--- config.mk ---
export PLATFORM = sky130hd
export DESIGN_NAME = ack_and_code_line_parser
export DESIGN_NICKNAME = d
export VERILOG_FILES = /design/src/rtl/acp_pkg.sv /design/src/rtl/acp_line_tracker.sv /design/src/rtl/ack_and_code_line_parser.sv
export SDC_FILE = /design/constraint.sdc
export NUM_CORES = 1
export LEC_CHECK = 0
export BUFFER_PORTS_ARGS = -buffer_cell sky130_fd_sc_hd__clkbuf_2
export CAP_MARGIN = 5
export CORE_UTILIZATION = 28
export DETAILED_ROUTE_END_ITERATION = 8
export PLACE_DENSITY_LB_ADDON = 0.12
export SLEW_MARGIN = 10
export SYNTH_ARGS = -nofsm -noshare
export SYNTH_HDL_FRONTEND = slang
export SYNTH_SLANG_ARGS = --single-unit
--- constraint.sdc ---
create_clock -name clk_i -period 4.6 [get_ports clk_i]
set_input_delay 1.15 -clock clk_i [delete_from_list [all_inputs] [get_ports clk_i]]
set_output_delay 1.15 -clock clk_i [all_outputs]
set_load 0.01 [all_outputs]
--- src/rtl/acp_pkg.sv ---
// Package with shared types, codes and message patterns of the ACK and code line parser.
`timescale 1ns / 1ps

package acp_pkg;

  // Command codes carried with each input item.
  typedef enum logic [1:0] {
    CMD_RX_BYTE      = 2'd0,
    CMD_CLR_OTP_ACK  = 2'd1,
    CMD_CLR_LOCK_ACK = 2'd2,
    CMD_CLR_CODE     = 2'd3
  } acp_cmd_e;

  localparam int unsigned CODE_FIELD_W = 48;

  typedef struct packed {
    acp_cmd_e    cmd;
    logic [7:0]  rx_byte;
  } acp_in_t;

  typedef struct packed {
    logic                    otp_ack_seen;
    logic                    lockdown_ack_seen;
    logic                    code_ready;
    logic [CODE_FIELD_W-1:0] code_chars;
    logic                    line_finished;
  } acp_out_t;

  // Match results of one line, produced by the line tracker.
  typedef struct packed {
    logic line_done;
    logic otp_ack_hit;
    logic lock_ack_hit;
    logic code_hit;
  } acp_match_t;

  localparam logic [7:0] CHAR_LF = 8'h0A;
  localparam logic [7:0] CHAR_CR = 8'h0D;

  localparam int unsigned ACK_OTP_LEN  = 12;
  localparam int unsigned ACK_LOCK_LEN = 17;
  localparam int unsigned CODE_PRE_LEN = 4;

  localparam logic [8*ACK_OTP_LEN-1:0]  ACK_OTP_PAT  = {"ACK_", "OTP_SENT"};
  localparam logic [8*ACK_LOCK_LEN-1:0] ACK_LOCK_PAT = {"ACK_", "LOCKDOWN_SENT"};
  localparam logic [8*CODE_PRE_LEN-1:0] CODE_PRE_PAT = "OTP:";

  // Character at position idx of a pattern of plen characters, first character
  // in the highest byte in use.
  function automatic logic [7:0] pat_char(logic [8*ACK_LOCK_LEN-1:0] pat,
                                          int unsigned plen,
                                          logic [7:0] idx);
    logic [8*ACK_LOCK_LEN-1:0] sh;
    sh = pat >> (8 * (plen - 1 - int'(idx)));
    return sh[7:0];
  endfunction

endpackage

--- src/rtl/acp_line_tracker.sv ---
// Per-byte line tracker: length, content length, pattern matches and code capture.
`timescale 1ns / 1ps

module acp_line_tracker #(
  parameter int unsigned LINE_CAPACITY = 64,
  parameter int unsigned CODE_LENGTH   = 6
) (
  input  logic                                 clk_i,
  input  logic                                 rst_ni,
  input  logic                                 byte_en_i,
  input  logic [7:0]                           byte_i,
  output acp_pkg::acp_match_t                  match_o,
  output logic [acp_pkg::CODE_FIELD_W-1:0]     code_o
);

  localparam int unsigned CntW       = $clog2(LINE_CAPACITY);
  localparam int unsigned StoreDepth = LINE_CAPACITY - 1;
  localparam int unsigned CodeW      = 8 * CODE_LENGTH;
  localparam int unsigned ExtW       = (CodeW > acp_pkg::CODE_FIELD_W) ? CodeW
                                                                       : acp_pkg::CODE_FIELD_W;

  logic [CntW-1:0]  len_q, len_d;
  logic [CntW-1:0]  clen_q, clen_d;
  logic             zero_q, zero_d;
  logic             ack_ok_q, ack_ok_d;
  logic             lock_ok_q, lock_ok_d;
  logic             pre_ok_q, pre_ok_d;
  logic [CodeW-1:0] buf_q, buf_d;

  logic             is_eol;
  logic             store;
  logic             grow;
  logic [7:0]       cidx;
  logic [ExtW-1:0]  buf_ext;

  assign is_eol = (byte_i == acp_pkg::CHAR_LF) || (byte_i == acp_pkg::CHAR_CR);
  assign store  = byte_en_i && !is_eol && (len_q < CntW'(StoreDepth));
  assign grow   = store && !zero_q && (byte_i != 8'd0);
  assign cidx   = 8'(clen_q);

  always_comb begin
    match_o.line_done    = byte_en_i && is_eol && (len_q != '0);
    match_o.otp_ack_hit  = match_o.line_done && ack_ok_q &&
                           (clen_q == CntW'(acp_pkg::ACK_OTP_LEN));
    match_o.lock_ack_hit = match_o.line_done && lock_ok_q && !match_o.otp_ack_hit &&
                           (clen_q == CntW'(acp_pkg::ACK_LOCK_LEN));
    match_o.code_hit     = match_o.line_done && pre_ok_q && !match_o.otp_ack_hit &&
                           !match_o.lock_ack_hit &&
                           (clen_q >= CntW'(acp_pkg::CODE_PRE_LEN));
  end

  assign buf_ext = ExtW'(buf_q);
  assign code_o  = buf_ext[acp_pkg::CODE_FIELD_W-1:0];

  always_comb begin
    len_d     = len_q;
    clen_d    = clen_q;
    zero_d    = zero_q;
    ack_ok_d  = ack_ok_q;
    lock_ok_d = lock_ok_q;
    pre_ok_d  = pre_ok_q;
    buf_d     = buf_q;
    if (match_o.line_done) begin
      len_d     = '0;
      clen_d    = '0;
      zero_d    = 1'b0;
      ack_ok_d  = 1'b1;
      lock_ok_d = 1'b1;
      pre_ok_d  = 1'b1;
      buf_d     = '0;
    end else if (store) begin
      len_d  = len_q + CntW'(1);
      zero_d = zero_q || (byte_i == 8'd0);
      if (grow) begin
        clen_d    = clen_q + CntW'(1);
        ack_ok_d  = ack_ok_q && (clen_q < CntW'(acp_pkg::ACK_OTP_LEN)) &&
                    (byte_i == acp_pkg::pat_char((8*acp_pkg::ACK_LOCK_LEN)'(acp_pkg::ACK_OTP_PAT),
                                                 acp_pkg::ACK_OTP_LEN, cidx));
        lock_ok_d = lock_ok_q && (clen_q < CntW'(acp_pkg::ACK_LOCK_LEN)) &&
                    (byte_i == acp_pkg::pat_char(acp_pkg::ACK_LOCK_PAT,
                                                 acp_pkg::ACK_LOCK_LEN, cidx));
        pre_ok_d  = pre_ok_q && ((clen_q >= CntW'(acp_pkg::CODE_PRE_LEN)) ||
                    (byte_i == acp_pkg::pat_char(
                                 (8*acp_pkg::ACK_LOCK_LEN)'(acp_pkg::CODE_PRE_PAT),
                                 acp_pkg::CODE_PRE_LEN, cidx)));
        // Each code lane catches the character at its own content position.
        for (int k = 0; k < int'(CODE_LENGTH); k++) begin
          if (clen_q == CntW'(int'(acp_pkg::CODE_PRE_LEN) + k)) begin
            buf_d[(int'(CODE_LENGTH) - 1 - k) * 8 +: 8] = byte_i;
          end
        end
      end
    end
  end

  always_ff @(posedge clk_i or negedge rst_ni) begin
    if (!rst_ni) begin
      len_q     <= '0;
      clen_q    <= '0;
      zero_q    <= 1'b0;
      ack_ok_q  <= 1'b1;
      lock_ok_q <= 1'b1;
      pre_ok_q  <= 1'b1;
      buf_q     <= '0;
    end else begin
      len_q     <= len_d;
      clen_q    <= clen_d;
      zero_q    <= zero_d;
      ack_ok_q  <= ack_ok_d;
      lock_ok_q <= lock_ok_d;
      pre_ok_q  <= pre_ok_d;
      buf_q     <= buf_d;
    end
  end

endmodule

--- src/rtl/ack_and_code_line_parser.sv ---
// Top level of the ACK and code line parser: input register, flags and result register.
//
//  Channel | Direction | Handshake              | Payload
//  --------+-----------+------------------------+--------------------------------
//  in      | in        | in_valid_i / in_stall_o  | acp_in_t  (cmd, rx_byte)
//  out     | out       | out_valid_o / out_stall_i| acp_out_t (flags, code, finished)
//
// One item is taken every cycle unless the input is stalled; each item yields exactly one result item.
// An item waits in the input register and is evaluated as it moves
// into the result register, which then offers its result on the output.
// The line is never stored: per-byte match state in the line tracker decides
// the line's meaning the moment its LF or CR is evaluated.
// Reset clears the line state, all flags and the code to zero.
// A stall on the output holds the result register and, once the input register
// is full, stalls the input as well; no item is lost or repeated.
`timescale 1ns / 1ps

module ack_and_code_line_parser #(
  parameter int unsigned LINE_CAPACITY = 64,
  parameter int unsigned CODE_LENGTH   = 6
) (
  input  logic              clk_i,
  input  logic              rst_ni,
  input  logic              in_valid_i,
  output logic              in_stall_o,
  input  acp_pkg::acp_in_t  in_item_i,
  output logic              out_valid_o,
  input  logic              out_stall_i,
  output acp_pkg::acp_out_t out_item_o
);

  // Input register stage.
  logic              s1_valid_q, s1_valid_d;
  acp_pkg::acp_in_t  s1_q;

  // Result register stage.
  logic              out_valid_q, out_valid_d;
  acp_pkg::acp_out_t res_q, res_d;

  // Sticky flags and the captured code.
  logic                               otp_q, otp_d;
  logic                               lock_q, lock_d;
  logic                               ready_q, ready_d;
  logic [acp_pkg::CODE_FIELD_W-1:0]   code_q, code_d;

  logic                               adv;
  logic                               proc;
  logic                               byte_en;
  acp_pkg::acp_match_t                match;
  logic [acp_pkg::CODE_FIELD_W-1:0]   line_code;

  // The result register can take a new item when empty or being drained.
  assign adv        = !out_valid_q || !out_stall_i;
  assign proc       = s1_valid_q && adv;
  assign in_stall_o = s1_valid_q && !adv;
  assign byte_en    = proc && (s1_q.cmd == acp_pkg::CMD_RX_BYTE);

  acp_line_tracker #(
    .LINE_CAPACITY (LINE_CAPACITY),
    .CODE_LENGTH   (CODE_LENGTH)
  ) u_tracker (
    .clk_i     (clk_i),
    .rst_ni    (rst_ni),
    .byte_en_i (byte_en),
    .byte_i    (s1_q.rx_byte),
    .match_o   (match),
    .code_o    (line_code)
  );

  // Flag updates for the item being evaluated.
  always_comb begin
    otp_d   = otp_q;
    lock_d  = lock_q;
    ready_d = ready_q;
    code_d  = code_q;
    if (proc) begin
      case (s1_q.cmd)
        acp_pkg::CMD_CLR_OTP_ACK: begin
          otp_d = 1'b0;
        end
        acp_pkg::CMD_CLR_LOCK_ACK: begin
          lock_d = 1'b0;
        end
        acp_pkg::CMD_CLR_CODE: begin
          ready_d = 1'b0;
          code_d  = '0;
        end
        default: begin
          if (match.otp_ack_hit) begin
            otp_d = 1'b1;
          end
          if (match.lock_ack_hit) begin
            lock_d = 1'b1;
          end
          if (match.code_hit) begin
            ready_d = 1'b1;
            code_d  = line_code;
          end
        end
      endcase
    end
  end

  always_comb begin
    res_d.otp_ack_seen      = otp_d;
    res_d.lockdown_ack_seen = lock_d;
    res_d.code_ready        = ready_d;
    res_d.code_chars        = code_d;
    res_d.line_finished     = match.line_done;
    s1_valid_d  = in_stall_o ? s1_valid_q : in_valid_i;
    out_valid_d = adv ? s1_valid_q : out_valid_q;
  end

  always_ff @(posedge clk_i or negedge rst_ni) begin
    if (!rst_ni) begin
      s1_valid_q  <= 1'b0;
      out_valid_q <= 1'b0;
      otp_q       <= 1'b0;
      lock_q      <= 1'b0;
      ready_q     <= 1'b0;
      code_q      <= '0;
      res_q       <= '0;
    end else begin
      s1_valid_q  <= s1_valid_d;
      out_valid_q <= out_valid_d;
      otp_q       <= otp_d;
      lock_q      <= lock_d;
      ready_q     <= ready_d;
      code_q      <= code_d;
      if (proc) begin
        res_q <= res_d;
      end
    end
  end

  // The input payload register needs no reset.
  always_ff @(posedge clk_i) begin
    if (in_valid_i && !in_stall_o) begin
      s1_q <= in_item_i;
    end
  end

  assign out_valid_o = out_valid_q;
  assign out_item_o  = res_q;

  // A flag can only rise in a result whose item ended a line.
  a_otp_rise_on_line : assert property (@(posedge clk_i) disable iff (!rst_ni)
    $rose(res_q.otp_ack_seen) |-> res_q.line_finished)
    else $error("OTP acknowledge flag rose without a finished line");

  a_lock_rise_on_line : assert property (@(posedge clk_i) disable iff (!rst_ni)
    $rose(res_q.lockdown_ack_seen) |-> res_q.line_finished)
    else $error("Lockdown acknowledge flag rose without a finished line");

  // Clearing the code zeroes it, so a code that is not ready reads as zero.
  a_code_zero_when_idle : assert property (@(posedge clk_i) disable iff (!rst_ni)
    !ready_q |-> (code_q == '0))
    else $error("Code holds characters while code_ready is low");

  // A finished line matches at most one kind of message.
  a_single_match : assert property (@(posedge clk_i) disable iff (!rst_ni)
    $onehot0({match.otp_ack_hit, match.lock_ack_hit, match.code_hit}))
    else $error("Line matched more than one message kind");

endmodule
==> results.md, run 1 <==
* # rows at 66
* Crit path cell chain: clkbuf_2 > a21boi_4 > nand2_1 > a211oi_4 > buf_4 > and3_1 > o21ai_1 > a31oi_1
* Yosys reg bits at 179
* Largest stage delay on the critical path at 0.76 ns
* Post-CTS setup buffers at 0
* Endpoints failing setup at 0
* DR iter-0 viols at 560
* Largest area contributor in the netlist: dfrtp_1
* Fin crit share at 69.9%
* Synthesized net count at 1064
* Slew HR at 29.1%
* CTS buffer count at 17
* Dpl ws at 0.883 ns
* Status: completed
* Clk network pwr share at 34.9%
* Hold crit path type: reg -> reg
* Final setup margin at 1.39 ns
* Gpl congestion at 0.789
* CTS sink count at 179
* WL/cell at 17.1 um
* Maximum root-to-sink buffer count at 2
* Clock-pin slew on the worst setup and hold paths at 0.07 ns
* P per Cell Area at 433 nW/um^2
* Slowest cell on crit path: a211oi_4
* Avg Inst Size Synth at 9.06 sq um
* Peak supply drop at 0.280 mV
* Die Y at 185 um
* Final Power at 4.64 mW
* Initial core utilization at 28.6%
* CTS tree: yes
* R2r setup slk at 1.43 ns
* Die area at 34200 sq um
* Total gr overflow at 0
* Number of synthesized flops with an enable pin at 10
* RSZ-0062 raised after global routing: no
* Worst Setup End Kind: flop
* Placed instance count at 1480
* Fmax at 311 MHz
* H-tree levels at 4
* Final Non-Filler Cells at 1512
* Post-CTS sizing at 0
* Area of the core at 32700 sq um
* Global-route wire length before repair at 42.0 mm
* Synth cell count leaders: nand2_1 (196), dfrtp_1 (166), nor2_1 (102)
* Synthesis Warnings at 0
* Clock Skew at 0.0148 ns
* Input/output buffers at 67
* Setup Total Neg Slack at 0 ns
* Top Ports at 68
* Net Sw Frac at 33.6%
* Slew Limit Fails at 0
* Cell with the most instances after synthesis: nand2_1
* Reg2reg path depth at 7
* Worst reg2reg startpoint: s1_q[0]
* Final-stage net count at 1087
* TritonRoute pass-1 iters at 5
* CP endpoint: out_item_o[7]
* Sequential share of the synthesized area at 48.4%
* Fin. Hold Viols at 0
* Initial antenna violation count at 0
* # fillers at 3439
* Gate power share at 25.1%
* Vias in the first global route at 7337
* Leak pwr at 5.05 nW
* Overall global routing resource usage at 15.9%
* Reg2Reg Capture Point: out_item_o[7]
* Distinct cells, synth at 77
* Transition time of the tightest slew-check pin at 1.06 ns
* Number of max-cap violations at 0
* # hold bufs at CTS at 0
* Vias post-DR at 7384
* Post-route ant nets at 0
* Largest net degree at the start of global routing at 98
* Drt total wl at 25.8 mm
* Multi-input gate area at 4400 sq um
* Antenna cell count at 0
* Area growth syn-to-layout at 14.5%
* Fraction of layout cells with a size suffix above 1 at 13.6%
* Worst Path Required at 4.95 ns
* Crit path time final at 3.21 ns
* Int Pwr at 3.09 mW
* Top_reg_cell synth: dfrtp_1
* Top cells by area, synth: dfrtp_1 (44%), nand2_1 (7.9%), nor2_1 (4.1%), a31oi_1 (3.5%), and3_1 (3.4%)
* NetSw at 1.56 mW
* Arrival time at the worst endpoint at 3.57 ns
* Worst skew pair latency at 0.44 ns
* Setup Crit Path Kind: in -> reg
* Storage cell area at 4530 sq um
* Synth Cell Area at 9360 sq um
* Critical Path Start: out_stall_i
* Cell count after synthesis at 1034
* Critical path startpoint category: primary input
* Share of the synthesized area in the top cell type at 44.4%
* Vias/cell at 4.88
* Die W at 185 um
* Maximum fanout along the worst path at 21
* CTS Root Cell: clkbuf_16
* FFs w/ async S/R, synth at 94.4%
* Residual DRC count at 0
* Hpwl dp at 16.0 mm
* Flop pwr share at 40.0%
## final cells by class
cell class | instances | share of cell area, %
Inverter | 13 | 0.455
Tap cell | 442 | 5.16
Sequential cell | 179 | 42.3
Clock inverter | 15 | 2.03
Multi-Input combinational cell | 755 | 41.0
Timing Repair Buffer | 91 | 5.10
Clock buffer | 17 | 3.97
## critical path: cells and delay by family
family,cells,cell delay (ns)
AOI/OAI and AO/OA,4,1.45
buffers and inverters,2,0.50
and+or+nand+nor,2,0.46
## routing by layer
metal	track usage [%]	part of all wire, %
met1	22.0	50
met2	25.4	46
met3	2.85	2.4
met4	4.30	1.3
met5	0	0
## per-stage QoR
| stage | instance area, sq um | utilization, % | hold slack (ns) |
|---|---|---|---|
| final | 10700 | 32.8 | 0.479 |
| after global routing | 10700 | 32.8 | 0.516 |
| after CTS | 10700 | 32.8 | 0.484 |
| after detailed placement | 10100 | 30.8 | 0.466 |
| after global placement | 10100 | 30.8 | 0.464 |
| after floorplan | 9360 | - | 0.457 |
## power groups by stage
stage                     Sequential, mW  Combinational [mW]  Clock, mW
after floorplan                     1.88               0.801          0
after global placement              1.89                1.17          0
after detailed placement            1.89                1.17          0
after CTS                           1.86                1.18       1.68
after global routing                1.88                1.31       1.75
final                               1.86                1.17       1.62
## worst min-delay path by stage
| stage | from | end | slack, ns | cells past startpoint |
|---|---|---|---|---|
| after floorplan | lock_q | lock_q | 0.46 | 2 |
| after global placement | out_item_o[0] | out_item_o[0] | 0.46 | 2 |
| after detailed placement | out_item_o[0] | out_item_o[0] | 0.47 | 2 |
| final | out_item_o[0] | out_item_o[0] | 0.48 | 2 |
| after CTS | out_item_o[0] | out_item_o[0] | 0.48 | 2 |
| after global routing | code_q[39] | code_q[39] | 0.52 | 2 |
## cells by family (layout without fill, tap and decap cells)
logic type / Yosys count / after routing / synth area share, %
AND/OR/NAND/NOR: 436 / 436 / 21.8
multiplexers: 26 / 26 / 2.79
buffers and inverters: 100 / 136 / 4.85
AO/OA/AOI/OAI: 261 / 261 / 18.5
adder cells (fa/ha/maj): 16 / 16 / 2.14
XOR/XNOR: 16 / 16 / 1.50
flip-flops: 179 / 179 / 48.4
## sequential cells by signal, indices dropped and copies added (netlist names)
name                 flops
code_q                  48
lock_q                   1
otp_q                    1
out_item_o              52
out_valid_o              1
ready_q                  1
s1_q                    10
s1_valid_q               1
u_tracker.ack_ok_q       1
u_tracker.clen_q         6
u_tracker.code_o        48
u_tracker.len_q          6
u_tracker.lock_ok_q      1
u_tracker.pre_ok_q       1
u_tracker.zero_q         1
## cells in the final DEF, fill, tap and decap left out, types with 7 or more instances in the layout
cell and instances:
a31oi_1 52, nor2_1 102, and3_1 51, o21ai_0 37, a21boi_0 19, mux2i_1 25, buf_4 22, a21oi_1 15
a21boi_1 30, xnor2_1 9, nor3_1 8, dfrtp_1 166, nand4_1 9, o21ai_1 47, inv_1 12, nor2b_1 8
nand2_1 196, edfxtp_1 10, o21a_1 7, xor2_1 7, nand3_1 21, clkbuf_2 66, clkbuf_16 17, ha_1 15
No activity file was read; power rests on OpenSTA's default activity.
==> inputs of run 2 (changes only) <==
clock period = 2.9 ns   (was 4.6 ns; I/O delays follow)
==> run 2 against run 1 <==
- flip-flop and latch count unchanged
- critical path depth unchanged
- combinational power increased by 68%
- largest cell class unchanged
- largest power group unchanged
==> results.md, run 2 (synthesized netlist as in run 1, its figures left out) <==
* DP Area at 10400 sq um
* Max reg flops at 52
* TritonRoute pass-1 iters at 5
* Multi-input gate area at 4400 sq um
* CTS buffer count at 17
* Post-route ant nets at 0
* Die Y at 185 um
* WL/cell at 17.1 um
* Commonest cells after routing, fill and taps aside: nand2_1 (196), dfrtp_1 (166), nor2_1 (102), clkbuf_2 (66), a31oi_1 (52)
* H-tree levels at 4
* Fin crit share at 83.2%
* # fillers at 3451
* Gpl congestion at 0.822
* Number of max-cap violations at 0
* Slew HR at 57.4%
* Largest stage delay on the critical path at 0.62 ns
* Family with the most delay on the worst path: compound AO/OA/AOI/OAI gates
* Core occupancy in the finished layout at 33.5%
* Worst reg2reg startpoint: s1_q[1]
* Hpwl dp at 16.7 mm
* Endpoints failing setup at 0
* Vias in the first global route at 7607
* Final-stage net count at 1112
* # hold bufs at CTS at 0
* Worst skew pair latency at 0.46 ns
* Met1 Wirelength at 13.3 mm
* Input/output buffers at 67
* Area of the core at 32700 sq um
* Crit path depth at 8
* RSZ-0062 raised after global routing: no
* Global-route wire length before repair at 43.3 mm
* Residual DRC count at 0
* Storage cell area at 4530 sq um
* Crit path buf inv count at 2
* Final instance area at 10900 sq um
* Initial antenna violation count at 0
* Setup Total Neg Slack at 0 ns
* Top sig layer: met4
* Worst Path Required at 3.21 ns
* Transition time of the tightest slew-check pin at 0.639 ns
* CTS sink count at 179
* Post-CTS setup buffers at 0
* Top Ports at 68
* Clock Skew at 0.0113 ns
* Most common library cell in the layout ignoring fill and taps: nand2_1
* Clock-pin slew on the worst setup and hold paths at 0.08 ns
* Fmax at 414 MHz
* Overall global routing resource usage at 16.4%
* R2r setup slk at 0.49 ns
* Crit path time final at 2.41 ns
* CTS Root Cell: clkbuf_16
* DR iter-0 viols at 481
* Area growth syn-to-layout at 16.9%
* Vias post-DR at 7552
* Initial core utilization at 28.6%
* Setup Crit Path Kind: reg -> reg
* Slowest cell on crit path: edfxtp_1
* Drt total wl at 26.3 mm
* Most used cell, CP: buf_12
* Final setup margin at 0.486 ns
* Fraction of layout cells with a size suffix above 1 at 15.6%
* Antenna cell count at 0
* Post-CTS sizing at 0
* Met2 wire length at 12.0 mm
* Status: completed
* Dpl ws at 0.356 ns
* Vias/cell at 4.91
* Hold crit path type: in -> async
* Die area at 34200 sq um
* # rows at 66
* Reg2Reg Capture Point: out_item_o[48]
* Maximum root-to-sink buffer count at 2
* Fin. Hold Viols at 0
* Critical path startpoint category: flop
* CTS tree: yes
* Reg2reg path depth at 8
* Maximum fanout along the worst path at 33
* Crit path cell chain: nor3b_1 > o211ai_2 > a211oi_4 > buf_12 > buf_12 > a21boi_0 > o21ai_0 > a31oi_1
* Die W at 185 um
* Largest net degree at the start of global routing at 60
* Worst Setup End Kind: flop
* P per Cell Area at 665 nW/um^2
* Total gr overflow at 0
* Leak pwr at 5.16 nW
* Arrival time at the worst endpoint at 2.72 ns
* Slew Limit Fails at 0
* Metal3 WL at 686 um
* Peak supply drop at 0.464 mV
run 2: report_power, final:
group / internal [mW] / leakage, nW / switching, mW
sequential: 2.76 / 2.33 / 0.199
combinational: 0.748 / 2.54 / 1.21
clock: 1.16 / 0.284 / 1.21
total: 4.66 / 5.16 / 2.62
run 2: area by class of cell:
class	count	share of cell area [%]
clock inverter	15	1.51
tap	442	5.05
timing repair buffer	116	7.51
sequential	179	41.4
inverter	13	0.446
clock buffer	17	3.89
multi-input combinational	755	40.2
run 2: how the worst max path moves through the flow:
stage | to | from
final | out_item_o[48] | s1_q[1]
after global routing | out_item_o[1] | s1_q[1]
after CTS | out_item_o[42] | s1_q[1]
after detailed placement | u_tracker.code_o[35] | out_stall_i
after global placement | u_tracker.code_o[34] | out_stall_i
after floorplan | out_item_o[19] | u_tracker.clen_q[2]
run 2: metrics by stage:
| step | hold slack (ns) | cells | total power, mW |
|---|---|---|---|
| floorplan | 0.429 | 1034 | 4.26 |
| global placement | 0.462 | 1505 | 4.98 |
| detailed placement | 0.465 | 1505 | 4.98 |
| CTS | 0.248 | 1537 | 7.40 |
| global route | 0.268 | 1537 | 7.74 |
| finish | 0.230 | 1537 | 7.28 |
run 2: layer usage:
metal	global-route usage [%]	vias to the layer above
met5	0	-
met1	22.6	3692
met4	4.53	0
met3	2.81	29
li1	-	3719
met2	26.3	112
